===== src/rtl/core/fresnel_pkg.sv =====
`default_nettype none
package fresnel_pkg;
    localparam int COS_FRAC_BITS_DEF = 16;
    localparam int INDEX_FRAC_BITS_DEF = 13;
    localparam int IDX_W = 16;
    localparam logic [IDX_W-1:0] N1_RESET = 16'd8192;
    localparam logic [IDX_W-1:0] N2_RESET = 16'd12288;
    localparam logic REG_N1 = 1'b0;
    localparam logic REG_N2 = 1'b1;
endpackage
`default_nettype wire


===== src/rtl/core/fresnel_sqrt_stage.sv =====
`default_nettype none
module fresnel_sqrt_stage
    import fresnel_pkg::*;
#(
    parameter int CW = 17,
    parameter int PW = 120,
    parameter int BIT = 0
)
(
    input  wire logic          hold,
    input  wire logic [CW-1:0] c_in,
    input  wire logic [PW-1:0] p_in,
    input  wire logic [PW-1:0] q_in,
    input  wire logic [PW-1:0] n2sq,
    input  wire logic [PW-1:0] room,
    input  wire logic [CW-1:0] one,
    output      logic [CW-1:0] c_out,
    output      logic [PW-1:0] p_out,
    output      logic [PW-1:0] q_out
);
    // p_in holds c * n2^2 and q_in holds c^2 * n2^2 for the bits decided so far.
    logic [CW-1:0] cand;
    logic [PW-1:0] p_cand;
    logic [PW-1:0] q_cand;
    always_comb
    begin
        cand = c_in | (CW'(1) << BIT);
        p_cand = p_in + (n2sq << BIT);
        q_cand = q_in + (p_in << (BIT + 1)) + (n2sq << (2 * BIT));
        if (!hold && cand <= one && q_cand <= room)
        begin
            c_out = cand;
            p_out = p_cand;
            q_out = q_cand;
        end
        else
        begin
            c_out = c_in;
            p_out = p_in;
            q_out = q_in;
        end
    end
endmodule
`default_nettype wire


===== config.mk =====
export PLATFORM = sky130hd
export DESIGN_NAME = fresnel_sqrt_stage
export DESIGN_NICKNAME = d
export VERILOG_FILES = /design/src/rtl/core/fresnel_pkg.sv /design/src/rtl/core/fresnel_sqrt_stage.sv
export SDC_FILE = /design/constraint.sdc
export NUM_CORES = 1
export LEC_CHECK = 0
export BUFFER_PORTS_ARGS = -buffer_cell sky130_fd_sc_hd__buf_2
export CAP_MARGIN = 0
export CORE_AREA = 5 5 295 297
export DETAILED_ROUTE_END_ITERATION = 8
export DIE_AREA = 0 0 300 302
export PLACE_DENSITY_LB_ADDON = 0.08
export SLEW_MARGIN = 0
export SYNTH_ARGS = -nofsm -noshare
export SYNTH_HDL_FRONTEND = slang
export SYNTH_SLANG_ARGS = --single-unit

===== constraint.sdc =====
create_clock -name vclk -period 19.56
set_clock_uncertainty 0.2 [all_clocks]
set_input_delay 3.912 -clock vclk [all_inputs]
set_output_delay 3.912 -clock vclk [all_outputs]
set_load 0.02 [all_outputs]

# [Word-level counts from Yosys, hierarchy flattened]
# Index checks and enable logic that the tools add are counted.
[totals] reg_bits=0 input_bits=515 output_inout_bits=257 wordCells=11
[op_classes] add_sub_neg=3 order_cmp=2 muxes=3 n_reduce_logical=3
[op_table] cell="120-bit adder" n=3
[op_table] cell="120-bit two-way mux" n=2
[op_table] cell="120-bit <= comparator" n=1
[op_table] cell="17-bit <= comparator" n=1
[op_table] cell="1-bit logical AND" n=2
[op_table] cell="1-bit zero test" n=1
[op_table] cell="1-bit two-way mux" n=1

# [Logic depth before layout (Yosys ltp)]
# Gate-level depths: netlist (run 1).
[logic_depth] word_depth=5 mapped_depth=32 ltp_nobuf=29

# [Worst setup path after synthesis (run 1)]
# No wires, ideal clock.
[synth_path] path_type="in2out" startpoint="in p_in[0]" endpoint="out p_out[31]" arrival_time_ns=9.905 t_required_ns=15.448 path_slack_ns=5.543 stages=32 path_buffers=4 cell_sequence="fa_1 -> ha_1 -> inv_1 -> fa_1 -> nor2b_1 -> o211ai_1 -> a31oi_1 -> o211ai_1 -> o211ai_1 -> a21oi_1 -> o21a_1 -> o21ai_2 -> a41oi_2 -> o21a_1 -> mux2i_1 -> nor2_1 -> ha_1 -> nand4_1 -> nor4_1 -> nand3_1 -> nor2b_1 -> nor3b_1 -> a222oi_1 -> a21oi_1 -> a211oi_1 -> o21ai_1 -> clkbuf_1 -> buf_2 -> buf_2 -> clkbuf_1 -> nand2_1 -> o21ai_0"
[synth_between] elab_chain_len=5 word_cells_on_any_way=6 classes_between="add/sub: 3; order compare: 1; mux: 1; reduce/logical: 1"
[synth_lines] element="start, declared" line_no="fresnel_sqrt_stage.sv:12" source="input wire logic [PW-1:0] p_in,"
[synth_lines] element="120-bit adder (2 in series)" line_no="fresnel_sqrt_stage.sv:29" source="q_cand = q_in + (p_in << (BIT + 1)) + (n2sq << (2 * BIT));"
[synth_lines] element="120-bit <= comparator" line_no="fresnel_sqrt_stage.sv:30" source="if (!hold && cand <= one && q_cand <= room)"
[synth_lines] element="1-bit logical AND" line_no="fresnel_sqrt_stage.sv:30"
[synth_lines] element="120-bit two-way mux *" line_no="fresnel_sqrt_stage.sv:30"
[synth_lines] element="end, declared" line_no="fresnel_sqrt_stage.sv:18" source="output logic [PW-1:0] p_out,"
# Every way passes the cells marked *; elsewhere a longest branch is shown, timed or not.

# [Final worst setup path (run 1)]
[layout_path] startpoint="in p_in[0]" endpoint="out p_out[107]"
# The elaborated chain is that of the path after synthesis.

==> metrics.txt, run 1 <==
Yosys top cell area share=0.192; Slew Limit Headroom=0.175; Initial Util=0.289; largest family of logic cells by synthesized area=compound AO/OA/AOI/OAI gates; Max Clock Freq=about 57 MHz; First-pass DRT Iterations=5; largest net degree at the start of global routing=roughly 110; worst path required time=15.45 ns; residual DRC count=0; Tightest Pin Transition=between 1 and 1.5 ns; syn avg cell area=roughly 7 um^2; final setup TNS=0 ns; fin crit share=0.900; Yosys cell types=87; first-pass GRT wire length=189 mm; register area share after synthesis=0; Mapped Nets=4516; Area Growth Syn to Fin=18.6%; simple-gate portion of the synthesized area=0.190; crit-path max FO=100; worst min path class=input port to primary output; post-synthesis xor/xnor area fraction=0.0818; Max Cap Viol=0; Buffers on Ports=a little under 800; Synth Instances=roughly 3500; Startpoint Class=input port; largest cells by area after synthesis=ha_1 (19%), fa_1 (9.8%), a21oi_1 (8.3%), nand2_1 (6.3%), a21o_1 (5.1%); CLK BUF=0; post-route minimum period=between 15 and 20 ns; Post-Place Cell Area=28900 um^2; max-slew violations=0; Avg Vias per Cell=about 5.5; setup violators final=0; Remaining Overflow, GRT=0; WL/cell=approximately 25 um; total wire length=between 100 and 150 mm; vias in the first global route=28700; die area=roughly 91000 um^2; share of cells above drive strength 1=0.214; GP Congestion=about 0.96; # resized after CTS=0; Netlist Area Pre-Place=24400 um^2; critical path class=input port to primary output; hold path cells=2; FP Rows=~110; status=complete, no violations; WHS Endpoint=c_out[1]; ANT nets after route=0; RSZ-0062 raised after global routing=no; crit-path max cell delay=0.89 ns; critical path's most frequent cell=o211ai_1; initial antenna violation count=11; DP HPWL=120 mm; DR iter-0 viols=roughly 2200; Arrival @ worst endpoint=roughly 13 ns; via count=~29000; Fin. Hold Viols=0; Final #Nets=between 5000 and 6000; area fraction in compound gates after synthesis=0.312; min-delay src=c_in[1]; die height=between 300 and 400 um; design area=around 29000 um^2; Crit-path slowest cell=buf_4; Register Area=0 um^2; GRT Total Usage=0.272; yosys warns=0; setup bufs post-CTS=0; Die W=~300 um; Adder-Cell Fraction of Synth Area=0.290; Top Ports=~770; post-synthesis mux area share=0.0562; Critical Path Sink Type=primary output; hold buffer count at cts=0; FF+latch count=0; Yosys top cell by area=ha_1; core area=between 80000 and 90000 um^2
[how the worst max path moves through the flow]
stage / startpoint / end / slack (ns)
3_3_place_gp: p_in[0] / p_out[107] / 2.17
6_report: p_in[0] / p_out[107] / 1.96
5_1_grt: p_in[0] / p_out[107] / 1.31
3_5_place_dp: p_in[0] / p_out[107] / 2.08
4_1_cts: p_in[0] / p_out[107] / 2.03
2_1_floorplan: p_in[0] / p_out[31] / 5.54
[synth_stat cells, types with 84 or more instances]
library cell	n
clkbuf_1	139
nand4_1	140
inv_1	241
xnor2_1	140
xor2_1	88
a21oi_1	404
o21ai_0	244
ha_1	374
nand2_1	410
a21o_1	167
o21bai_1	84
fa_1	120
nor2_1	216
[critical path, delay by kind of cell]
family / cells / cell delay, ns
buf+inv: 5 / 1.92
xor+xnor: 1 / 0.25
compound gates: 13 / 3.80
fa+ha+maj: 4 / 1.46
simple gates: 9 / 2.04
[cells in the final DEF, fill, tap and decap left out, types with 20 or more instances in the layout]
master    netlist  routed
a21boi_0       21      21
a21o_1        167     167
a21oi_1       404     404
a31oi_1        39      39
buf_2          27     772
fa_1          120     120
ha_1          374     374
inv_1         241     241
mux2_1         57      57
mux2_2         63      63
nand2_1       410     410
nand2b_1       20      20
nand3_1        36      36
nand4_1       140     140
nor2_1        216     216
nor2b_1        23      23
nor3_1         60      60
o211ai_1       24      24
o21a_1         37      37
o21ai_0       244     244
o21ai_1        75      74
o21bai_1       84      84
o31ai_1        23      23
xnor2_1       140     140
xor2_1         88      88
[per-layer routing]
metal | up-vias | GRT usage | part of all wire
li1 | 13900 | - | -
met1 | 13700 | 0.364 | 0.44
met2 | 963 | 0.482 | 0.48
met3 | 105 | 0.0322 | 0.054
met4 | 14 | 0.0416 | 0.019
met5 | - | 0 | 0.00087
[logic make-up after synthesis]
kind of cell	count (synthesis)
buf+inv	428
compound gates	1233
fa+ha+maj	494
simple gates	1002
mux	122
xor+xnor	228
[stage by stage]
stage               setup slack, ns  instances   util  hold WS, ns
global placement               2.17       5193  0.343         7.87
floorplan                      5.54       3507      -         7.74
CTS                            2.03       5193  0.343         7.87
detailed placement             2.08       5193  0.343         7.87
finish                         1.96       5197  0.343         7.87
global route                   1.31       5193  0.343         7.87
[layout make-up]
cell class         count  area (um^2)
diodes                 4         10.0
fillers             9445        55400
inverters            242          908
multi-input cells   3079        22700
well taps           1090         1360
repair buffers       782         3940
==> run 2, diff against run 1 <==
--- a/config.mk
+++ b/config.mk
@@ -7,9 +7,9 @@
 export LEC_CHECK = 0
 export BUFFER_PORTS_ARGS = -buffer_cell sky130_fd_sc_hd__buf_2
 export CAP_MARGIN = 0
-export CORE_AREA = 5 5 295 297
+export CORE_AREA = 5 5 300 302
 export DETAILED_ROUTE_END_ITERATION = 8
-export DIE_AREA = 0 0 300 302
+export DIE_AREA = 0 0 305 307
 export PLACE_DENSITY_LB_ADDON = 0.08
 export SLEW_MARGIN = 0
 export SYNTH_ARGS = -nofsm -noshare
==> run 2 against run 1 <==
Against the previous run:
- count of clock-buffer cells in the layout stayed put
- cell count is 1.4% higher
- largest cell class unchanged
- flip-flop and latch count stayed put
- worst setup slack better by 0.46 ns
- critical path depth is 2 lower
- die area is 3.3% higher
- via count is 0.12% lower
==> metrics.txt, run 2 (same netlist as run 1, synthesis figures left out) <==
status=complete, no violations (unchanged); setup violators final=0 (unchanged); Final #Nets=5113 (was 5114); vias in the first global route=28800 (was 28700); max-slew violations=0 (unchanged); Worst setup startpoint=p_in[0] (unchanged); setup bufs post-CTS=0 (unchanged); Register Area=0 um^2 (unchanged); fillers=9917 (was 9445); DP HPWL=120 mm (about the same); Critical Path Sink Type=primary output (unchanged); WL/cell=25.3 um (was 25.4 um); GRT Total Usage=0.265 (was 0.272); Fin. Hold Viols=0 (unchanged); Max Cap Viol=0 (unchanged); Initial Util=0.279 (was 0.289); DR iter-0 viols=2205 (was 2156); RSZ-0062 raised after global routing=no (unchanged); CLK BUF=0 (unchanged); via count=28600 (was 28700); ANT nets after route=0 (unchanged); total wire length=133 mm (was 132 mm); first-pass GRT wire length=191 mm (was 189 mm); commonest non-fill, non-tap cell in the layout=buf_2 (unchanged); Crit-path slowest cell=nor4_1 (was buf_4); largest net degree at the start of global routing=188 (was 106); FF+latch count=0 (unchanged); crit-path max cell delay=0.74 ns (was 0.89 ns); Slew Limit Headroom=0.169 (was 0.175); final setup TNS=0 ns (unchanged); share of cells above drive strength 1=0.214 (about the same); Tightest Pin Transition=1.24 ns (was 1.23 ns); Startpoint Class=input port (unchanged); core area=87400 um^2 (was 84300 um^2); Avg Vias per Cell=5.44 (was 5.52); residual DRC count=0 (unchanged); most frequent cells in the layout=buf_2 (772), nand2_1 (410), a21oi_1 (404), ha_1 (374), o21ai_0 (244) (unchanged); Top Ports=772 (unchanged); First-pass DRT Iterations=5 (unchanged); post-route minimum period=17.14 ns (was 17.60 ns); Die W=305 um (was 300 um); Max Clock Freq=58.3 MHz (was 56.8 MHz); FP Rows=109 (was 107); die area=93600 um^2 (was 90600 um^2); die height=307 um (was 302 um); Post-Place Cell Area=29000 um^2 (was 28900 um^2); Area Growth Syn to Fin=19.0% (was 18.6%); crit-path max FO=184 (was 100); fin crit share=0.876 (was 0.900); Arrival @ worst endpoint=13.03 ns (was 13.49 ns); Buffers on Ports=772 (unchanged); initial antenna violation count=8 (was 11); Remaining Overflow, GRT=0 (unchanged); worst path required time=15.45 ns (about the same); critical path class=input port to primary output (unchanged); hold buffer count at cts=0 (unchanged); GP Congestion=0.947 (was 0.959); design area=29000 um^2 (was 28900 um^2); # resized after CTS=0 (unchanged); worst min path class=input port to primary output (unchanged); min-delay src=c_in[1] (unchanged); critical path's most frequent cell=o211ai_1 (unchanged)
[run 2: path summary, 6_finish.rpt]
kind	slack, ns	cells past startpoint	to
min	7.86	2	c_out[1]
max	2.42	30	p_out[39]
[run 2: final cells by class]
cell class | count | area, um^2 | share of cell area
Antenna cell | 3 | 7.51 | 0.000258
Multi-Input combinational cell | 3079 | 22700 | 0.782
Timing Repair Buffer | 781 | 3960 | 0.136
Inverter | 242 | 908 | 0.0313
Tap cell | 1165 | 1460 | 0.0502
[run 2: worst max-delay path, delay by kind of cell]
family                     cells  cell delay, ns
adders and majority gates      4            1.38
and+or+nand+nor                9            2.40
AOI/OAI and AO/OA             12            3.65
xor gates and xnor gates       1            0.49
buffers and inverters          4            0.91
[run 2: routing by layer]
layer | vias to the layer above | track usage | wire length, um
li1 | 13900 | - | -
met1 | 13700 | 0.358 | 59300
met2 | 994 | 0.466 | 64200
met3 | 93 | 0.0278 | 7060
met4 | 4 | 0.0418 | 2720
met5 | - | 0 | 25
[run 2: metrics by stage]
step	util	setup slack [ns]	cells	hold WS, ns
6_report	0.332	2.42	5270	7.86
5_1_grt	0.332	2.07	5268	7.88
4_1_cts	0.332	2.58	5267	7.86
3_5_place_dp	0.332	2.62	5267	7.86
3_3_place_gp	0.332	2.70	5267	7.86
2_1_floorplan	-	5.54	3507	7.74
