`src/rtl/core/fresnel_pkg.sv`:
```
`default_nettype none
package fresnel_pkg;
    localparam int COS_FRAC_BITS_DEF = 16;
    localparam int INDEX_FRAC_BITS_DEF = 13;
    localparam int IDX_W = 16;
    localparam logic [IDX_W-1:0] N1_RESET = 16'd8192;
    localparam logic [IDX_W-1:0] N2_RESET = 16'd12288;
    localparam logic REG_N1 = 1'b0;
    localparam logic REG_N2 = 1'b1;
endpackage
`default_nettype wire

```
`src/rtl/core/fresnel_ratio_stage.sv`:
```
`default_nettype none
module fresnel_ratio_stage
    import fresnel_pkg::*;
#(
    parameter int W = 34
)
(
    input  wire logic [W:0]   r_in,
    input  wire logic [W-1:0] den,
    output      logic [W:0]   r_out,
    output      logic         q_bit
);
    logic [W+1:0] sh;
    always_comb
    begin
        sh = {r_in, 1'b0};
        if (sh >= (W+2)'(den))
        begin
            r_out = (W+1)'(sh - (W+2)'(den));
            q_bit = 1'b1;
        end
        else
        begin
            r_out = sh[W:0];
            q_bit = 1'b0;
        end
    end
endmodule
`default_nettype wire

```
`config.mk`:
```
export PLATFORM = sky130hd
export DESIGN_NAME = fresnel_ratio_stage
export DESIGN_NICKNAME = d
export VERILOG_FILES = /design/src/rtl/core/fresnel_pkg.sv /design/src/rtl/core/fresnel_ratio_stage.sv
export SDC_FILE = /design/constraint.sdc
export NUM_CORES = 1
export LEC_CHECK = 0
export ABC_AREA = 1
export BUFFER_PORTS_ARGS = -buffer_cell sky130_fd_sc_hd__buf_4
export CAP_MARGIN = 20
export CORE_MARGIN = 4
export CORE_UTILIZATION = 46
export DETAILED_ROUTE_END_ITERATION = 10
export GPL_TIMING_DRIVEN = 0
export PLACE_DENSITY = 0.76
export SLEW_MARGIN = 25
export SYNTH_ARGS = -nofsm -noshare
export SYNTH_HDL_FRONTEND = slang
export SYNTH_SLANG_ARGS = --single-unit
```
`constraint.sdc`:
```
create_clock -name vclk -period 4.2
set_input_delay 0.63 -clock vclk [all_inputs]
set_output_delay 0.63 -clock vclk [all_outputs]
set_load 0.01 [all_outputs]
```
# Word-level counts from Yosys, hierarchy flattened

Index checks and enable logic that the tools add are counted.

Register bits: 0
Output and inout bits: 36
Logic and storage cells: 4

Magnitude comparators: 1
Add/sub/neg operators: 1
Multiplexer cells: 2

Operators by type and width:

| operator                       | count |
|---|---|
| >= comparator 36 x 34 -> 1 bit | 1 |
| 2-to-1 mux 35 bit              | 1 |
| subtractor 35 x 34 -> 35 bit   | 1 |
| 2-to-1 mux 1 bit               | 1 |

# Longest topological paths before layout

Gate-level depths: netlist of the first run.

Depth in word-level cells: 2
Depth in mapped cells: 16
Depth with buffers taken out: 15

# Least setup slack after synthesis of the first run

OpenSTA, ideal clock, no wires.

Kind: in2out
Start point: in den[0]
End point: out r_out[25]
Stages: 12
Arrival time: 2105 ps
Slack: 1465 ps
Cell sequence: inv_1 fa_1 nand2_1 nand2_1 nand4_1 nand3_2 nand3_4 nand2_8 inv_4 buf_6 nand2_1 nand2_1

Cells in the longest elaborated chain, start to end: 2
Elaborated cells on any way between the ends: 3
Those cells by class: 1 x add/sub; 1 x order compare; 1 x mux

RTL lines:

| item                                                                           | RTL line                                             | source |
|---|---|---|
| start, declared                                                                | fresnel_ratio_stage.sv:9                             | `input wire logic [W-1:0] den,` |
| subtractor 35 x 34 -> 35 bit or >= comparator 36 x 34 -> 1 bit (tied branches) | fresnel_ratio_stage.sv:19, fresnel_ratio_stage.sv:17 |  |
| 2-to-1 mux 35 bit (*)                                                          | fresnel_ratio_stage.sv:17                            | `if (sh >= (W+2)'(den))` |
| end, declared                                                                  | fresnel_ratio_stage.sv:10                            | `output logic [W:0] r_out,` |

Mark *: on every way between the ends. The rest lies on a longest branch, timed or not.

# Worst setup path in the final report of the first run

Start point: in r_in[14]
End point: out r_out[26]

Cells in the longest elaborated chain, start to end: 2
Elaborated cells on any way between the ends: 3
Those cells by class: 1 x add/sub; 1 x order compare; 1 x mux

RTL lines:

| item                                                                           | RTL line                                             | source |
|---|---|---|
| start, declared                                                                | fresnel_ratio_stage.sv:8                             | `input wire logic [W:0] r_in,` |
| subtractor 35 x 34 -> 35 bit or >= comparator 36 x 34 -> 1 bit (tied branches) | fresnel_ratio_stage.sv:19, fresnel_ratio_stage.sv:17 |  |
| 2-to-1 mux 35 bit (*)                                                          | fresnel_ratio_stage.sv:17                            |  |

Marked as above.

==> flow_summary.ini, run 1 <==
[run_status]
run_status = finished, final reports clean

[logic_synthesis]
synthesis.instances = 667
synthTopCellsByArea = nand2_1 (36%), inv_1 (16%), ha_1 (13%)
synthesis.area_mm2 = 0.00318
synth_commonest_cells = nand2_1 (302), inv_1 (135), nor2_1 (57)
syn_area_per_cell_um2 = 4.76
synthDistinctLibCells = 29
yosysTopAreaCell = nand2_1
yosys.cell_count.top_type = nand2_1
syn_nets = 771
yosys_warnings = 0
synth_top_area_share = 0.357
ys_seq_area_frac = 0

[die]
num_rows = 30
fp.dieH_um = 91.1
die_w_um = 91.1
io_pins = 105
start_util = 0.470
core-area_mm2 = 0.00676
die_area_mm2 = 0.00830

[worst_setup_path]
cp.required_ps = 3570
crit_path_max_fanout = 10
cp-startpoint = r_in[14]
cp-end-kind = primary output
start_kind = input pin
path_class = input pin to primary output
worstSetupEndpoint = r_out[26]
cp_common_cell = nand2_1
cp_slowest_cell = ha_1
slowest_delay_ps = 350
crit_arrival_ps = 2610
crit_chain = buf_4 -> ha_1 -> nand2_1 -> nand2_1 -> inv_1 -> nand2_1 -> a21oi_1 -> nand3_2 -> nand3_4 -> nand2_8 -> inv_4 -> buf_6 -> nand2_1 -> nand2_1 -> buf_4

[cts]
post_cts_resize_count = 0
cts_hold_buf = 0
post_cts_buffers = 0

[global_routing]
grt_pass1_wl_mm = 17.4
grt_pass1_vias = 3694
grt.total_usage = 0.251
grt_antenna_before_repair = 0
grt_max_degree = 11
overflow = 0

[power]
cell_internal_pwr_uw = 283
switchingPower_uw = 384
seq_power_share = 0
leakagePower_uw = 0.00267
p_per_area_mw_per_mm2 = 164
peakVddDrop_mv = 0.0882
power.share.combinational = 1.000
p_clk_frac = 0
p_sw_frac = 0.575

[final_layout]
area_growth_pct = 28.0
design_area_mm2 = 0.00407
clkbuf_count = 0
utilization = 0.602
seq_area_um2 = 0
layout-drive-gt1-share = 0.166
seq_cell_count = 0
diodes = 0
final_cells = 852
nets = 878

[detailed_routing]
top_layer_used = met4
viasPerCell = 4.95
drtPass1Iterations = 5
route.vias.total = 4221
ant_nets = 0
drc_errors = 0
wl_met1_mm = 5.14
routed_wl_mm = 11.1
met3WireLength_um = 843
drt-initial-drc-count = 236
routedWlPerCell_um = 13.1
met2_length_mm = 4.84

[sta]
final.period_utilization = 0.772
fin_crit_ps = 3240
setup_viol = 0
hold_viol = 0
tightestPinTransition_ps = 475
grt_setup_unrepaired = false
timing.fmax_ghz = 0.308
tns_ps = 0
maxSlewViolCount = 0
relSlewSlack = 0.680

[placement]
portBuffers = 105
dp_hpwl_mm = 9.87
dp_cells = 852
postPlaceCellArea_mm2 = 0.00407
gp_congestion = 0.962

[hold_path]
min_path_type = input pin to primary output

[flow_run]
drv_cap = 0
==> cells in the final DEF, fill, tap and decap left out <==
cell,count
a21oi_1,27
a21oi_2,1
and2_1,1
buf_4,107
buf_6,4
fa_1,1
ha_1,34
inv_1,135
inv_2,5
inv_4,1
nand2_1,302
nand2_2,2
nand2_8,1
nand3_1,32
nand3_2,1
nand3_4,1
nand3b_1,7
nand4_1,8
nor2_1,57
nor2_2,5
nor3_1,6
nor4_1,1
o21a_1,1
o21ai_0,6
o21ai_1,1
o21bai_1,6
or2_1,1
xnor2_1,2
xor2_1,16
==> worst min path at each step <==
stage / startpoint / end / slack [ps] / cells after the start
after detailed placement: r_in[6] / r_out[7] / 1540 / 4
final: r_in[3] / r_out[4] / 1540 / 4
after global placement: r_in[6] / r_out[7] / 1540 / 4
after floorplan: r_in[33] / r_out[34] / 1380 / 2
after global routing: r_in[16] / r_out[17] / 1550 / 4
after CTS: r_in[6] / r_out[7] / 1540 / 4
==> final cells by class <==
class	instances	area (um^2)
timing repair buffer	105	788
multi-input combinational	520	2580
inverter	141	532
fill	709	2690
buffer	6	60.1
tap	80	100
==> metrics by stage <==
stage,hold WS [ps],worst slack [ps],power (uW)
6_report,1540,956,667
5_1_grt,1550,797,735
4_1_cts,1540,973,662
3_5_place_dp,1540,976,660
3_3_place_gp,1540,1010,649
2_1_floorplan,1380,1470,397
==> power by group through the flow <==
stage          clock [uW]  combinational, uW  sequential, uW
6_report                0                667               0
5_1_grt                 0                735               0
4_1_cts                 0                662               0
3_5_place_dp            0                660               0
3_3_place_gp            0                649               0
2_1_floorplan           0                397               0
==> worst max-delay path, delay by kind of cell <==
| family | cells | cell delay, ps |
|---|---|---|
| buf+inv | 5 | 630 |
| simple gates | 8 | 780 |
| fa+ha+maj | 1 | 350 |
| compound gates | 1 | 210 |
==> kinds of logic after synthesis <==
family / synth area share
AO/OA/AOI/OAI: 0.0729
XOR/XNOR: 0.0496
adder cells (fa/ha/maj): 0.140
buffers and inverters: 0.186
AND/OR/NAND/NOR: 0.551
==> metal layers <==
| layer | up-vias | global-route usage |
|---|---|---|
| met5 | - | 0 |
| met4 | 0 | 0.0578 |
| met3 | 21 | 0.0273 |
| met2 | 150 | 0.415 |
| met1 | 1825 | 0.349 |
| li1 | 2225 | - |
No activity file was read; power rests on OpenSTA's default activity.
==> run 2: changes to the inputs <==
--- a/config.mk
+++ b/config.mk
@@ -5,14 +5,14 @@
 export SDC_FILE = /design/constraint.sdc
 export NUM_CORES = 1
 export LEC_CHECK = 0
-export ABC_AREA = 1
+export ABC_AREA = 0
 export BUFFER_PORTS_ARGS = -buffer_cell sky130_fd_sc_hd__buf_4
 export CAP_MARGIN = 20
 export CORE_MARGIN = 4
 export CORE_UTILIZATION = 46
 export DETAILED_ROUTE_END_ITERATION = 10
 export GPL_TIMING_DRIVEN = 0
-export PLACE_DENSITY = 0.76
+export PLACE_DENSITY = 0.8
 export SLEW_MARGIN = 25
 export SYNTH_ARGS = -nofsm -noshare
 export SYNTH_HDL_FRONTEND = slang
==> constraint.sdc (replaced) <==
create_clock -name vclk -period 3.1
set_input_delay 0.465 -clock vclk [all_inputs]
set_output_delay 0.465 -clock vclk [all_outputs]
set_load 0.01 [all_outputs]
==> flow_summary.ini, run 2 <==
[global_routing]
grt_antenna_before_repair = 0
grt_pass1_vias = 3157
grt.total_usage = 0.266
grt_pass1_wl_mm = 14.3
overflow = 0
grt_max_degree = 11

[sta]
timing.fmax_ghz = 0.296
hold_viol = 0
relSlewSlack = 0.709
grt_setup_unrepaired = true
finalWorstSetupSlack_ps = -278
setup_viol = 36
tns_ps = -7890
tightestPinTransition_ps = 432
hold_ws_ps = 1210
maxSlewViolCount = 0
fin_crit_ps = 3380
final.period_utilization = 1.09

[worst_setup_path]
slowest_delay_ps = 440
cp_slowest_cell = a2111oi_4
crit_chain = buf_8 -> inv_4 -> fa_2 -> a21oi_4 -> o211ai_4 -> a2111oi_4 -> nor2_2 -> a31o_4 -> a21oi_4 -> inv_4 -> buf_12 -> buf_12 -> nor2_4 -> a211oi_2 -> buf_4
critPathTopFamily = compound AO/OA/AOI/OAI gates
crit_arrival_ps = 2910
crit_path_max_fanout = 8
start_kind = input pin
cp_num_buf_inv = 6
path_class = input pin to primary output
cp.required_ps = 2630
cp-end-kind = primary output

[die]
core-area_mm2 = 0.00514
num_rows = 26
die_w_um = 81.0
io_pins = 105
die_area_mm2 = 0.00655
fp.dieH_um = 81.0
start_util = 0.476

[logic_synthesis]
yosysTopAreaCell = ha_1
yosys_warnings = 0
synth_compound_area_frac = 0.378
syn_nets = 487
synthesis.instances = 383
synthMuxAreaShare = 0.00920
synthTopCellsByArea = ha_1 (17%), a21oi_1 (9.2%), inv_1 (7.1%)
yosys.cell_count.top_type = inv_1
synth_top_family_by_area = compound AO/OA/AOI/OAI gates
yosys.area_share.adder = 0.182
synthesis.area_mm2 = 0.00245
syn_area_per_cell_um2 = 6.39
synthDistinctLibCells = 58
synth_commonest_cells = inv_1 (46), a21oi_1 (45), nand2_1 (42)
synth-xor-area-share = 0.0966
ys_seq_area_frac = 0
yosys.area_share.simple = 0.223
synth_top_area_share = 0.174

[detailed_routing]
route.vias.total = 3322
drtPass1Iterations = 4
ant_nets = 0
viasPerCell = 5.73
routed_wl_mm = 9.50
drc_errors = 0
drt-initial-drc-count = 151
routedWlPerCell_um = 16.4

[final_layout]
layout-drive-gt1-share = 0.457
seq_area_um2 = 0
fillers = 379
area_growth_pct = 70.7
mostFrequentLayoutCell = buf_4
utilization = 0.813
seq_cell_count = 0
final_cell_mix = buf_4 (111), inv_1 (45), nand2_1 (38)
diodes = 0
clkbuf_count = 0
nets = 616

[flow_run]
drv_cap = 0

[placement]
dp_hpwl_mm = 6.86
dpl_worst_slack_ps = -649
portBuffers = 105
gp_congestion = 0.907

[power]
peakVddDrop_mv = 0.172
p_per_area_mw_per_mm2 = 258
leakagePower_uw = 0.00195

[hold_path]
min_path_type = input pin to primary output

[run_status]
run_status = complete, but fails checks
violations = negative setup slack

[cts]
cts_hold_buf = 0
[run 2: cell count changes after synthesis, sizes merged, moves of 4 or more]
cell,delta
clkbuf,+6
nand3,-21
a21o,+13
a211oi,+4
nand2,-263
nor2,-25
a21oi,+23
buf,+4
xnor2,+9
nand3b,-7
inv,-94
o21ai,+20
[run 2: cell type report]
cell class	instances	area, um^2	share of cell area
multi-input cells	320	2650	0.633
well taps	70	87.6	0.0210
plain buffers	10	141	0.0338
inverters	47	181	0.0434
repair buffers	133	1120	0.269
[run 2: logic make-up (layout without fill, tap and decap cells)]
group | count (synthesis) | count (layout)
adders and majority gates | 35 | 35
xor gates and xnor gates | 27 | 27
AOI/OAI and AO/OA | 134 | 134
and+or+nand+nor | 122 | 122
muxes | 2 | 2
buffers and inverters | 63 | 190
[run 2: report_power, final]
part           switching, uW  internal (uW)  total, uW
clock network              0              0          0
logic                    535            542       1080
registers                  0              0          0
total                    535            542       1080
[run 2: what timing repair did]
item                       CTS  global route
setup endpoints to repair   36            36
gates cloned                 1             1
gates resized for setup     96            22
pin swaps                   29             9
buffers inserted            20             6
[run 2: per-stage QoR]
step | power, uW | instances | instance area [um^2]
final | 1080 | 580 | 4180
after global routing | 1150 | 580 | 4180
after CTS | 1020 | 574 | 4020
after detailed placement | 869 | 558 | 3460
after global placement | 858 | 558 | 3460
after floorplan | 549 | 383 | 2590
[run 2: per-layer routing]
metal  vias to the layer above  wire length [um]  global-route usage
met5                         -                 0                   0
met4                         0               174              0.0743
met3                        22               521              0.0222
met2                       134              4860               0.489
met1                      1547              3950               0.329
li1                       1619                 -                   -
[run 2: worst paths after layout]
kind	from	to	slack, ps	cells after the start
min	r_in[0]	r_out[1]	1210	4
max	den[0]	r_out[33]	-280	15
[run 2: worst min-delay path: stages]
cell     delay [ps]
buf_6            80
nand2_1          40
nand2_1          60
buf_6           100
